<file path="src/rtl/core/vcr_pkg.sv">
// shared constants and types of the video chunk reassembler
package vcr_pkg;

	// default parameter values
	localparam int CHUNK_BYTES_DEF   = 25;
	localparam int MAX_CHUNKS_DEF    = 2048;
	localparam int MAX_FRAME_DIM_DEF = 128;

	// fixed field widths
	localparam int DIM_W       = 8;
	localparam int FRAME_NUM_W = 16;
	localparam int CHUNK_IDX_W = 16;
	localparam int ADDR_W      = 16;
	localparam int WORD_W      = 64;
	localparam int BYTE_W      = 8;
	localparam int COUNT_OUT_W = 12;

	// frame geometry
	localparam int BYTES_PER_PIXEL = 3;
	localparam logic [DIM_W-1:0] DIM_RESET = 8'd128;

	// stored chunk image: three words and one tail byte, byte 0 in the low bits
	localparam int STORED_BYTES = 25;
	localparam int STORE_W      = 3 * WORD_W + BYTE_W;
	localparam int SEL_W        = $clog2(STORED_BYTES);

	// received-map generation tag
	localparam int EPOCH_W = 8;

	// configuration register indexes
	localparam int CFG_IDX_W = 2;
	localparam logic [CFG_IDX_W-1:0] REG_FRAME_WIDTH  = 2'd0;
	localparam logic [CFG_IDX_W-1:0] REG_FRAME_HEIGHT = 2'd1;

	// memory access controls
	typedef struct packed {
		logic rd_en;
		logic store_we;
		logic tag_we;
	} mem_ctrl_t;

endpackage

</file>
<file path="src/rtl/core/vcr_recip_div.sv">
// unsigned division by a constant through a reciprocal multiply
module vcr_recip_div #(
	parameter int IN_W    = 16,
	parameter int DIVISOR = vcr_pkg::CHUNK_BYTES_DEF
) (
	input  logic [IN_W-1:0] dividend,
	output logic [IN_W-1:0] quotient
);

	localparam int LD = $clog2(DIVISOR);
	localparam int SH = IN_W + LD;
	localparam longint unsigned RECIP = ((64'd1 << SH) + DIVISOR - 1) / DIVISOR;
	localparam int MW = IN_W + 2;
	localparam int PW = IN_W + MW;

	logic [MW-1:0] recip;
	logic [PW-1:0] prod;

	assign recip    = MW'(RECIP);
	// exact for every dividend below 2**IN_W since the rounding error stays under 2**LD
	assign prod     = PW'(dividend) * PW'(recip);
	assign quotient = IN_W'(prod >> SH);

endmodule

</file>
<file path="config.mk">
export PLATFORM = sky130hd
export DESIGN_NAME = vcr_recip_div
export DESIGN_NICKNAME = d
export VERILOG_FILES = /design/src/rtl/core/vcr_pkg.sv /design/src/rtl/core/vcr_recip_div.sv
export SDC_FILE = /design/constraint.sdc
export NUM_CORES = 1
export LEC_CHECK = 0
export BUFFER_PORTS_ARGS = -buffer_cell sky130_fd_sc_hd__clkbuf_2
export CORE_MARGIN = 10
export CORE_UTILIZATION = 69
export DETAILED_ROUTE_END_ITERATION = 7
export PLACE_DENSITY = 0.95
export REMOVE_ABC_BUFFERS = 1
export SLEW_MARGIN = 10
export SYNTH_ARGS = -nofsm -noshare
export SYNTH_HDL_FRONTEND = slang
export SYNTH_SLANG_ARGS = --single-unit
</file>
<file path="constraint.sdc">
create_clock -name vclk -period 20.5
set_input_delay 3.075 -clock vclk [all_inputs]
set_output_delay 3.075 -clock vclk [all_outputs]
set_load 0.01 [all_outputs]
</file>
# == Word level (Yosys, flattened, before mapping) ==
# Cells that the tools add are included.
# classes
multipliers,1
# op_table
operator,n
"16-bit by 17-bit multiplier with 33-bit output, second input constant",1
# word_totals
regBits,0
input_bits,16
output_inout_bits,16
wordCells,1

# == Longest topological paths before layout ==
# depth
word_depth,1
ltp_mapped,19
depth_no_buf,19

# == Worst setup path after synthesis ==
# Ideal clock, no wire load.
# synth_path
path_type,in2out
start,in dividend[4]
end,out quotient[8]
t_arrival_ns,7.903
t_required_ns,17.425
slack_ns,9.522
stages,17
path_buffers,0
path_cell_list,fa_1 -> inv_1 -> fa_1 -> inv_1 -> fa_1 -> fa_1 -> fa_1 -> inv_1 -> fa_1 -> inv_1 -> ha_1 -> a21oi_2 -> o211ai_1 -> a211oi_4 -> nor4b_4 -> or4_1 -> nand3_1
# synth_between
elab_chain_cells,1
# synth_rtl
item,line,text
"start, declared",vcr_recip_div.sv:6,"input logic [IN_W-1:0] dividend,"
16-bit by 17-bit multiplier with 33-bit output,vcr_recip_div.sv:21,assign prod = PW'(dividend) * PW'(recip);
"end, declared",vcr_recip_div.sv:7,output logic [IN_W-1:0] quotient
# No other way between the ends.

# == Worst setup path after layout ==
# layout_path
start,in dividend[5]
end,out quotient[10]
# Same word-level chain as after synthesis.

==> flow_summary.json <==
{
  "grt_use_total_pct": 22.6,
  "status": "finished clean",
  "gp_congestion": 0.984,
  "worst_setup_path_end_kind": "output port",
  "hold_violations": 0,
  "period_minus_slack_ns": 11.66,
  "hp-start": "dividend[15]",
  "min_path_cells": 6,
  "nFillCells": 497,
  "finalCritPeriodShare_pct": 56.9,
  "antenna_found_initial": 0,
  "maxSlewHeadroom_pct": 55.6,
  "rsz0062_at_grt": "no",
  "ant_nets": 0,
  "std_cell_rows": 31,
  "ys_warn_count": 0,
  "register_area_um2": 0,
  "start_util_pct": 71.5,
  "cp.required_ns": 17.43,
  "clockBufferCount": 0,
  "yosys.cell_types.count": 51,
  "ys_top_cells_by_count": "187 x inv_1, 133 x ha_1, 97 x fa_1, 22 x a21oi_1, 17 x nand2_1",
  "fin_nets": 827,
  "maxCapViolCount": 0,
  "syn_inst": 555,
  "grt_pass1_wl_um": 21100,
  "post_cts_buffers": 0,
  "hold_end": "quotient[11]",
  "cp-start-kind": "primary input",
  "io_pins": 32,
  "synth.avg_cell_area_um2": 9.44,
  "numSequentialCells": 0,
  "seq_area_frac_synth_pct": 0,
  "overflow": 0,
  "synth_top_area_share_pct": 37.1,
  "portBuffers": 28,
  "worstSetupPathType": "primary input to output port",
  "fmax_mhz": 85.8,
  "num_vias": 3817,
  "drtIter0Drc": 185,
  "holdCritPathClass": "primary input to output port",
  "crit_fanout": 7,
  "hold_buffers": 0,
  "arrival_ns": 8.58,
  "area_delta_synth_final_pct": 4.37,
  "worstMarginPinSlew_ns": 0.662,
  "post-synth-top-count-cell": "inv_1",
  "drc": 0,
  "timing.final.max_slew_violations": 0,
  "wl_per_cell_um": 17.9,
  "grt_pass1_vias": 4469,
  "drt_wl_total_um": 12100,
  "grt_max_degree": 11,
  "hpwlAfterDp_um": 11400,
  "yosys-top-cells-area": "fa_1 37%, ha_1 32%, inv_1 13%, a21oi_1 2.1%, nand2_1 1.2%",
  "ctsResizeCount": 0,
  "coreArea_um2": 7330,
  "syn-cell-area_um2": 5240,
  "diodes": 0,
  "tns_ns": 0,
  "setup_viol_count_final": 0,
  "fp.dieH_um": 107,
  "drt-pass1-iter-count": 4,
  "avgViaCountPerCell": 5.63,
  "yosysTopAreaCell": "fa_1",
  "dieWidth_um": 107,
  "drive_gt1_share_pct": 8.12,
  "die_area_um2": 11500
}
## metal layers
layer	share of wire [%]	vias up	track usage, %
met1	40	1878	26.8
met3	5.4	34	3.17
met2	51	117	40.9
met4	3.4	0	7.35
li1	-	1788	-
met5	0	-	0
## cell families after synthesis
logic type / after synthesis / synth area share, %
adder cells (fa/ha/maj): 230 / 68.8
buffers and inverters: 194 / 14.3
AO/OA/AOI/OAI: 63 / 8.72
AND/OR/NAND/NOR: 58 / 6.52
XOR/XNOR: 7 / 1.17
multiplexers: 2 / 0.406
other: 1 / 0.0716
## through the flow
stage	utilization (%)	hold WS, ns	instances	setup slack (ns)	area, um2
6_report	74.6	7.10	678	8.84	5470
5_1_grt	74.6	7.17	678	8.61	5470
4_1_cts	74.6	7.07	678	8.94	5470
3_5_place_dp	74.6	7.08	678	8.93	5470
3_3_place_gp	74.6	7.03	678	9.10	5470
2_1_floorplan	-	6.66	551	9.52	5200
## cell type report
class                           instances  area (um2)  share of cell area, %
Tap cell                               99         124                   2.27
Inverter                              187         702                   12.8
Multi-Input combinational cell        364        4500                   82.3
Timing Repair Buffer                   28         140                   2.56
## critical path: stages
cell and delay [ns]:
clkbuf_2 0.16, fa_1 0.53, fa_1 0.55, inv_1 0.06
fa_1 0.50, inv_1 0.06, fa_1 0.51, fa_1 0.56
inv_1 0.08, fa_1 0.53, inv_1 0.04, ha_1 0.34
a21oi_1 0.27, o211ai_1 0.18, a211oi_4 0.31, o22ai_1 0.20
and3_1 0.21, a211oi_1 0.24, clkbuf_2 0.18
## layout by cell type, fill, tap and decap left out, types with 4 or more instances in the layout
cell / n
clkbuf_2: 28
conb_1: 4
o21ai_0: 8
a211oi_1: 4
fa_1: 97
o211ai_1: 5
ha_1: 133
nand2_1: 17
xnor2_1: 6
a21oi_1: 22
nand3_1: 4
inv_1: 187
nand4_1: 6
nor2_1: 8
## worst max-delay path by stage
stage / from / end / slack, ns / depth (start not counted)
final: dividend[5] / quotient[10] / 8.84 / 19
after floorplan: dividend[4] / quotient[8] / 9.52 / 17
after global routing: dividend[13] / quotient[10] / 8.61 / 19
after global placement: dividend[4] / quotient[10] / 9.10 / 19
after detailed placement: dividend[5] / quotient[10] / 8.93 / 19
after CTS: dividend[5] / quotient[10] / 8.94 / 19
Power is not shown: default switching activity piles up to over one toggle a cycle in this logic, so the estimate is an artifact.
