**src/rtl/core/vcr_pkg.sv**
```systemverilog
// shared constants and types of the video chunk reassembler
package vcr_pkg;

	// default parameter values
	localparam int CHUNK_BYTES_DEF   = 25;
	localparam int MAX_CHUNKS_DEF    = 2048;
	localparam int MAX_FRAME_DIM_DEF = 128;

	// fixed field widths
	localparam int DIM_W       = 8;
	localparam int FRAME_NUM_W = 16;
	localparam int CHUNK_IDX_W = 16;
	localparam int ADDR_W      = 16;
	localparam int WORD_W      = 64;
	localparam int BYTE_W      = 8;
	localparam int COUNT_OUT_W = 12;

	// frame geometry
	localparam int BYTES_PER_PIXEL = 3;
	localparam logic [DIM_W-1:0] DIM_RESET = 8'd128;

	// stored chunk image: three words and one tail byte, byte 0 in the low bits
	localparam int STORED_BYTES = 25;
	localparam int STORE_W      = 3 * WORD_W + BYTE_W;
	localparam int SEL_W        = $clog2(STORED_BYTES);

	// received-map generation tag
	localparam int EPOCH_W = 8;

	// configuration register indexes
	localparam int CFG_IDX_W = 2;
	localparam logic [CFG_IDX_W-1:0] REG_FRAME_WIDTH  = 2'd0;
	localparam logic [CFG_IDX_W-1:0] REG_FRAME_HEIGHT = 2'd1;

	// memory access controls
	typedef struct packed {
		logic rd_en;
		logic store_we;
		logic tag_we;
	} mem_ctrl_t;

endpackage

```
**src/rtl/core/vcr_recip_div.sv**
```systemverilog
// unsigned division by a constant through a reciprocal multiply
module vcr_recip_div #(
	parameter int IN_W    = 16,
	parameter int DIVISOR = vcr_pkg::CHUNK_BYTES_DEF
) (
	input  logic [IN_W-1:0] dividend,
	output logic [IN_W-1:0] quotient
);

	localparam int LD = $clog2(DIVISOR);
	localparam int SH = IN_W + LD;
	localparam longint unsigned RECIP = ((64'd1 << SH) + DIVISOR - 1) / DIVISOR;
	localparam int MW = IN_W + 2;
	localparam int PW = IN_W + MW;

	logic [MW-1:0] recip;
	logic [PW-1:0] prod;

	assign recip    = MW'(RECIP);
	// exact for every dividend below 2**IN_W since the rounding error stays under 2**LD
	assign prod     = PW'(dividend) * PW'(recip);
	assign quotient = IN_W'(prod >> SH);

endmodule

```
**src/rtl/core/vcr_geom.sv**
```systemverilog
// frame geometry registers and chunk total computation
module vcr_geom #(
	parameter int CHUNK_BYTES   = vcr_pkg::CHUNK_BYTES_DEF,
	parameter int MAX_CHUNKS    = vcr_pkg::MAX_CHUNKS_DEF,
	parameter int MAX_FRAME_DIM = vcr_pkg::MAX_FRAME_DIM_DEF,
	localparam int SIZE_W = $clog2(MAX_FRAME_DIM * MAX_FRAME_DIM * vcr_pkg::BYTES_PER_PIXEL + 1),
	localparam int CNT_W  = $clog2(MAX_CHUNKS + 1)
) (
	input  logic                            clk,
	input  logic                            arst_n,
	input  logic                            cfg_we,
	input  logic [vcr_pkg::CFG_IDX_W-1:0]   cfg_index,
	input  logic [vcr_pkg::DIM_W-1:0]       cfg_data,
	output logic [SIZE_W-1:0]               geo_size,
	output logic [CNT_W-1:0]                geo_chunks
);

	localparam int CDIM_W = $clog2(MAX_FRAME_DIM + 1);
	localparam int PROD_W = 2 * CDIM_W;
	localparam int XW     = SIZE_W + 1;

	logic [vcr_pkg::DIM_W-1:0] width_q, height_q;
	logic [CDIM_W-1:0]         width_c, height_c;
	logic [PROD_W-1:0]         area_q;
	logic [SIZE_W-1:0]         size_raw;
	logic [XW-1:0]             div_in, div_quot;
	logic                      sat;
	logic [SIZE_W-1:0]         size_q;
	logic [CNT_W-1:0]          chunks_q;

	always_ff @(posedge clk or negedge arst_n) begin
		if (!arst_n) begin
			width_q  <= vcr_pkg::DIM_RESET;
			height_q <= vcr_pkg::DIM_RESET;
		end else if (cfg_we) begin
			case (cfg_index)
				vcr_pkg::REG_FRAME_WIDTH:  width_q  <= cfg_data;
				vcr_pkg::REG_FRAME_HEIGHT: height_q <= cfg_data;
				default: ;
			endcase
		end
	end

	// oversized dimensions count as the limit
	assign width_c  = (32'(width_q) > 32'(MAX_FRAME_DIM)) ? CDIM_W'(MAX_FRAME_DIM)
	                                                      : CDIM_W'(width_q);
	assign height_c = (32'(height_q) > 32'(MAX_FRAME_DIM)) ? CDIM_W'(MAX_FRAME_DIM)
	                                                       : CDIM_W'(height_q);

	// pixel count, then bytes and ceil chunk count
	assign size_raw = SIZE_W'(area_q) * SIZE_W'(vcr_pkg::BYTES_PER_PIXEL);
	assign div_in   = XW'(size_raw) + XW'(CHUNK_BYTES - 1);

	vcr_recip_div #(
		.IN_W    (XW),
		.DIVISOR (CHUNK_BYTES)
	) u_ceil_div (
		.dividend (div_in),
		.quotient (div_quot)
	);

	assign sat = 64'(div_quot) > 64'(MAX_CHUNKS);

	always_ff @(posedge clk) begin
		area_q   <= PROD_W'(width_c) * PROD_W'(height_c);
		chunks_q <= sat ? CNT_W'(MAX_CHUNKS) : CNT_W'(div_quot);
		size_q   <= sat ? SIZE_W'(MAX_CHUNKS * CHUNK_BYTES) : size_raw;
	end

	assign geo_size   = size_q;
	assign geo_chunks = chunks_q;

endmodule

```
**config.mk**
```make
export PLATFORM = sky130hd
export DESIGN_NAME = vcr_geom
export DESIGN_NICKNAME = d
export VERILOG_FILES = /design/src/rtl/core/vcr_pkg.sv /design/src/rtl/core/vcr_recip_div.sv /design/src/rtl/core/vcr_geom.sv
export SDC_FILE = /design/constraint.sdc
export NUM_CORES = 1
export LEC_CHECK = 0
export BUFFER_PORTS_ARGS = -buffer_cell sky130_fd_sc_hd__clkbuf_2
export CAP_MARGIN = 10
export CORE_MARGIN = 3
export CORE_UTILIZATION = 55
export DETAILED_ROUTE_END_ITERATION = 7
export MAX_ROUTING_LAYER = met4
export PLACE_DENSITY = 0.72
export SYNTH_ARGS = -nofsm -noshare
export SYNTH_HDL_FRONTEND = slang
export SYNTH_SLANG_ARGS = --single-unit
```
**constraint.sdc**
```tcl
create_clock -name clk -period 10 [get_ports clk]
set_input_delay 2.5 -clock clk [delete_from_list [all_inputs] [get_ports clk]]
set_output_delay 2.5 -clock clk [all_outputs]
set_load 0.01 [all_outputs]
```
# Yosys cells after proc, flatten, opt, wreduce, memory -nomap -nowiden
# Cells that the tools add are included.
classes:
  muxes: 2
  multipliers: 3
  magnitude_cmp: 3
  reduce_logical: 3
  n_eq_ne: 1
  addsub: 1
ops:
  columns: ["op", "count"]
  rows:
  - ["17-bit by 18-bit multiplier with 35-bit output (second input constant)", 1]
  - ["16-bit by 5-bit adder with 17-bit output (second input constant)", 1]
  - ["8-bit greater-than comparator (second input constant)", 2]
  - ["16-bit by 2-bit multiplier with 16-bit output (second input constant)", 1]
  - ["8-bit by 8-bit multiplier with 16-bit output", 1]
  - ["8-bit 2-to-1 mux", 2]
  - ["14-bit by 12-bit greater-than comparator with 1-bit output (second input constant)", 1]
  - ["2-bit AND reduction", 2]
  - ["2-bit by 1-bit == test with 1-bit output (second input constant)", 1]
  - ["2-bit logical NOT", 1]
word_totals:
  reg_bits: 60
  output_inout_bits: 28
  wordCells: 18
  in_bits: 13

# Depth between registers and ports, before layout
logic_depth:
  word_depth: 4
  mapped_depth: 34
  ltp_nobuf: 32

# By module
# From an unflattened synthesis, not the netlist that was laid out.
unflattened:
  hier_cells: 1075
  area_unflattened_um2: 10083.4
by_module_without_submodules:
  columns: ["mod", "area_each_um2", "seq_area_each_um2", "instances", "cells_each"]
  rows:
  - ["vcr_recip_div", 5497.8, 0.0, 1, 579]
  - ["vcr_geom", 4585.6, 1283.7, 1, 496]

# Worst setup path after synthesis
# OpenSTA, ideal clock, no wires.
synth_timing:
  path_kind: "reg2reg"
  from: "reg area_q[0]"
  to: "reg size_q[11] (netlist: geo_size[11])"
  period_less_slack_ns: 8.653
  path_stages_with_launch: 30
  setup_time_ns: 0.120
  arrival_time_ns: 8.533
  required_time_ns: 9.880
  n_path_buf: 1
  path_slack_ns: 1.347
  cell_sequence: "dfxtp_1 ha_1 fa_1 a21oi_1 o21bai_1 xor2_1 and2_1 nand2_1 or3_1 xnor2_1 fa_1 inv_1 fa_1 fa_1 fa_1 fa_1 inv_1 fa_1 inv_1 ha_1 a211o_1 a21o_1 a221oi_1 o21a_1 o21ai_0 xor2_1 a2111o_1 o41a_1 buf_6 or2_1"
synth_between:
  elab_chain_cells: 4
synth_lines:
  columns: ["element", "line", "rtl"]
  rows:
  - ["start: declaration", "vcr_geom.sv:24", "logic [PROD_W-1:0] area_q;"]
  - ["start signal: assignment", "vcr_geom.sv:65", "area_q <= PROD_W'(width_c) * PROD_W'(height_c);"]
  - ["16-bit by 2-bit multiplier with 16-bit output *", "vcr_geom.sv:51", "assign size_raw = SIZE_W'(area_q) * SIZE_W'(vcr_pkg::BYTES_PER_PIXEL);"]
  - ["16-bit by 5-bit adder with 17-bit output", "vcr_geom.sv:52", "assign div_in = XW'(size_raw) + XW'(CHUNK_BYTES - 1);"]
  - ["17-bit by 18-bit multiplier with 35-bit output", "vcr_recip_div.sv:21", "assign prod = PW'(dividend) * PW'(recip);"]
  - ["14-bit by 12-bit greater-than comparator with 1-bit output", "vcr_geom.sv:62", "assign sat = 64'(div_quot) > 64'(MAX_CHUNKS);"]
  - ["end signal: assignment", "vcr_geom.sv:67", "size_q <= sat ? SIZE_W'(MAX_CHUNKS * CHUNK_BYTES) : size_raw;"]
  - ["end: declaration", "vcr_geom.sv:28", "logic [SIZE_W-1:0] size_q;"]
# Mark *: on every way between the ends. The rest lies on a longest branch, timed or not.
# A chain may end at the register's enable or synchronous reset.

# Worst setup path in the final report
layout_timing:
  from: "reg area_q[0]"
  to: "reg size_q[14] (netlist: geo_size[14])"
# Same word-level chain as after synthesis.

==> summary.txt <==
STA
  – Pins over their slew limit: 0
  – Final setup violation count: 0
  – Worst-margin pin slew: 1.042 ns
  – Tmin final: 9.446 ns
  – Setup_tns: 0 ns
  – RSZ-0062 raised after global routing: no
  – Fmax: 105.9 MHz
  – Final hold violations: 0
  – Slew margin rel.: 30.05%
  – Clock Skews: 0.004598 ns
  – Tcrit/Tclk final: 94.46%

Synth
  – Yosys top cell area share: 26.94%
  – Biggest area consumer among synthesized cells: fa_1
  – XOR/XNOR Fraction of Synth Area: 4.954%
  – Synth Area in Compound Gates: 8.469%
  – Primary FF master, synth: dfxtp_1
  – Largest family of logic cells by synthesized area: adder cells
  – Register bit total from synthesis: 60
  – Seq/Total Area, Yosys: 12.52%
  – Synthesized cell area: 10250 µm²
  – Syn_nets: 1457
  – Asr flop ratio synth: 26.67%
  – Syn Area/Cell: 9.196 µm²
  – Synth Instances: 1115
  – Warnings from Yosys: 0
  – Simple-gate area share of the yosys netlist: 11.97%
  – EDFF count, synth: 0
  – Mux contribution to synthesized area: 1.855%
  – Synth Area in Adders: 50.25%
  – Yosys cell types: 60
  – Largest cells by area after synthesis: fa_1, ha_1, inv_1

Floorplanning
  – CORE AREA: 18150 µm²
  – Die Ht: 142.5 µm
  – Boundary pin count: 41
  – Die area: 20320 µm²
  – Row cnt: 49
  – Die W: 142.5 µm
  – Initial Util: 56.50%

GRT
  – Pin count of the biggest net entering global routing: 22
  – First-pass GRT wire length: 36360 µm
  – Total grt overflow: 0
  – Vias in the first global route: 7541
  – GRT Total Usage: 23.36%
  – Initial antenna violation count: 0

Critical path
  – Slowest stage cell, crit path: o41a_2
  – Worst-path fanout max: 16
  – Startpoint Class: flip-flop
  – Max incr delay on CP: 0.67 ns
  – Crit end category: flip-flop
  – Required @ worst endpoint: 10.23 ns
  – Critical path class: reg -> reg
  – Worst path most repeated cell: fa_1
  – CP arrival: 9.68 ns

Hold path
  – Hold WC Path Type: reg -> reg

Place
  – Hpwl dp: 19420 µm
  – Post-placement cell area: 10760 µm²
  – Placed cells: 1380
  – Final GP Congestion: 0.9628
  – IO Port Bufs: 40

Status
  – Outcome: complete, no violations

Clock network
  – Total CTS buffers: 9
  – Clk sink count: 60
  – Reg clk slew, reported paths: 0.06 ns
  – CTS Root Cell: clkbuf_16
  – Post-CTS sizing: 0
  – CTS Buffer Depth: 2
  – Clk Latency, worst-skew pair: 0.34 ns
  – Post-CTS Hold Buffers: 0
  – CTS tree: yes
  – Depth of the CTS H-tree: 3
  – # Post-CTS Setup Buffers: 0

Route
  – DR vias: 7461
  – Wire per inst: 15.68 µm
  – Post-Route WL: 21900 µm
  – DRC Markers: 0
  – DR vias/cell: 5.345
  – Drt pass-1 iters: 5
  – DRT iter0 DRCs: 353
  – ANT nets after route: 0

Finish
  – Nets: 1504
  – Final antenna diode count: 0
  – Synthesis-to-finish area growth: 7.810%
  – Core Util, Final: 60.91%
  – Layout cells sized above 1: 8.055%
  – Post-layout instance area: 11050 µm²
  – Final Non-Filler Cells: 1396

Run
  – Max cap viols: 0
-- sequential cells by signal (all words and copies together), names as in the netlist --
| signal | count |
|---|---|
| geo_size | 16 |
| width_q | 8 |
| area_q | 16 |
| height_q | 8 |
| geo_chunks | 12 |
-- synthesized netlist by cell type, types with 7 or more instances --
| library cell | count |
|---|---|
| xnor2_1 | 39 |
| o21a_1 | 7 |
| inv_1 | 254 |
| dfxtp_1 | 44 |
| fa_1 | 138 |
| xor2_1 | 19 |
| a21o_1 | 13 |
| o21ai_0 | 28 |
| nand2b_1 | 10 |
| nor2_1 | 59 |
| clkbuf_1 | 13 |
| nand3_1 | 15 |
| nand2_1 | 69 |
| nor2b_1 | 29 |
| and2_1 | 18 |
| ha_1 | 191 |
| dfrtp_1 | 14 |
| a21oi_1 | 40 |
| a211oi_1 | 8 |
| nor3_1 | 13 |
| mux2_2 | 16 |
| nand4_1 | 10 |
-- critical path: cells and delay by family (launching register included) --
kind / cells / cell delay, ns
flip-flops: 1 / 0.42
adder cells (fa/ha/maj): 9 / 3.85
buffers and inverters: 2 / 0.09
XOR/XNOR: 3 / 0.89
AND/OR/NAND/NOR: 4 / 0.89
AO/OA/AOI/OAI: 11 / 3.18
-- routing by layer --
layer  wire [µm]  global-route usage (%)  vias to the layer above
met2       10420                   37.59                      172
met3        1193                   3.797                       28
li1            -                       -                     3661
met5           0                       -                        -
met4         562                   7.554                        0
met1        9722                   30.29                     3600
-- stage by stage --
| stage | worst slack, ns | hold slack [ns] |
|---|---|---|
| final | 0.5537 | 0.5000 |
| after global routing | 0.0009246 | 0.5220 |
| after CTS | 0.2099 | 0.5023 |
| after detailed placement | 0.2828 | 0.4892 |
| after global placement | 0.3901 | 0.4823 |
| after floorplan | 1.347 | 0.4712 |
-- layout by cell type (no fill, tap or decap), drive strengths merged, types with 19 or more instances in the layout --
cell type and count:
xnor2 39, dfxtp 44, nand2 69, nor2b 29, inv 257, ha 191, nor2 59, clkbuf 49
a21oi 40, fa 138, xor2 19, o21ai 28
-- worst paths after layout --
path | start | endpoint | slack [ns] | cells after the start
min | width_q[5] | width_q[5] | 0.50 | 1
min reg2reg | width_q[5] | width_q[5] | 0.50 | 1
min in group asynchronous | arst_n | width_q[5] | 2.06 | 1
max | area_q[0] | geo_size[14] | 0.55 | 29
max in group asynchronous | arst_n | height_q[7] | 7.62 | 1
max reg2reg | area_q[0] | geo_size[14] | 0.55 | 29
-- layout make-up --
class                      count  area, µm²
timing repair buffer          52      290.3
tap                          229      286.5
clock inverter                 7      50.05
fill                        1585       7093
inverter                     254      953.4
clock buffer                   9      225.2
multi-input combinational    785       7965
sequential                    60       1284
-- kinds of logic after synthesis --
logic type | Yosys count
xor gates and xnor gates | 58
muxes | 17
DFF | 60
AOI/OAI and AO/OA | 133
adders and majority gates | 329
and+or+nand+nor | 248
buffers and inverters | 270
Power is not shown: default switching activity piles up to over one toggle a cycle in this logic, so the estimate is an artifact.
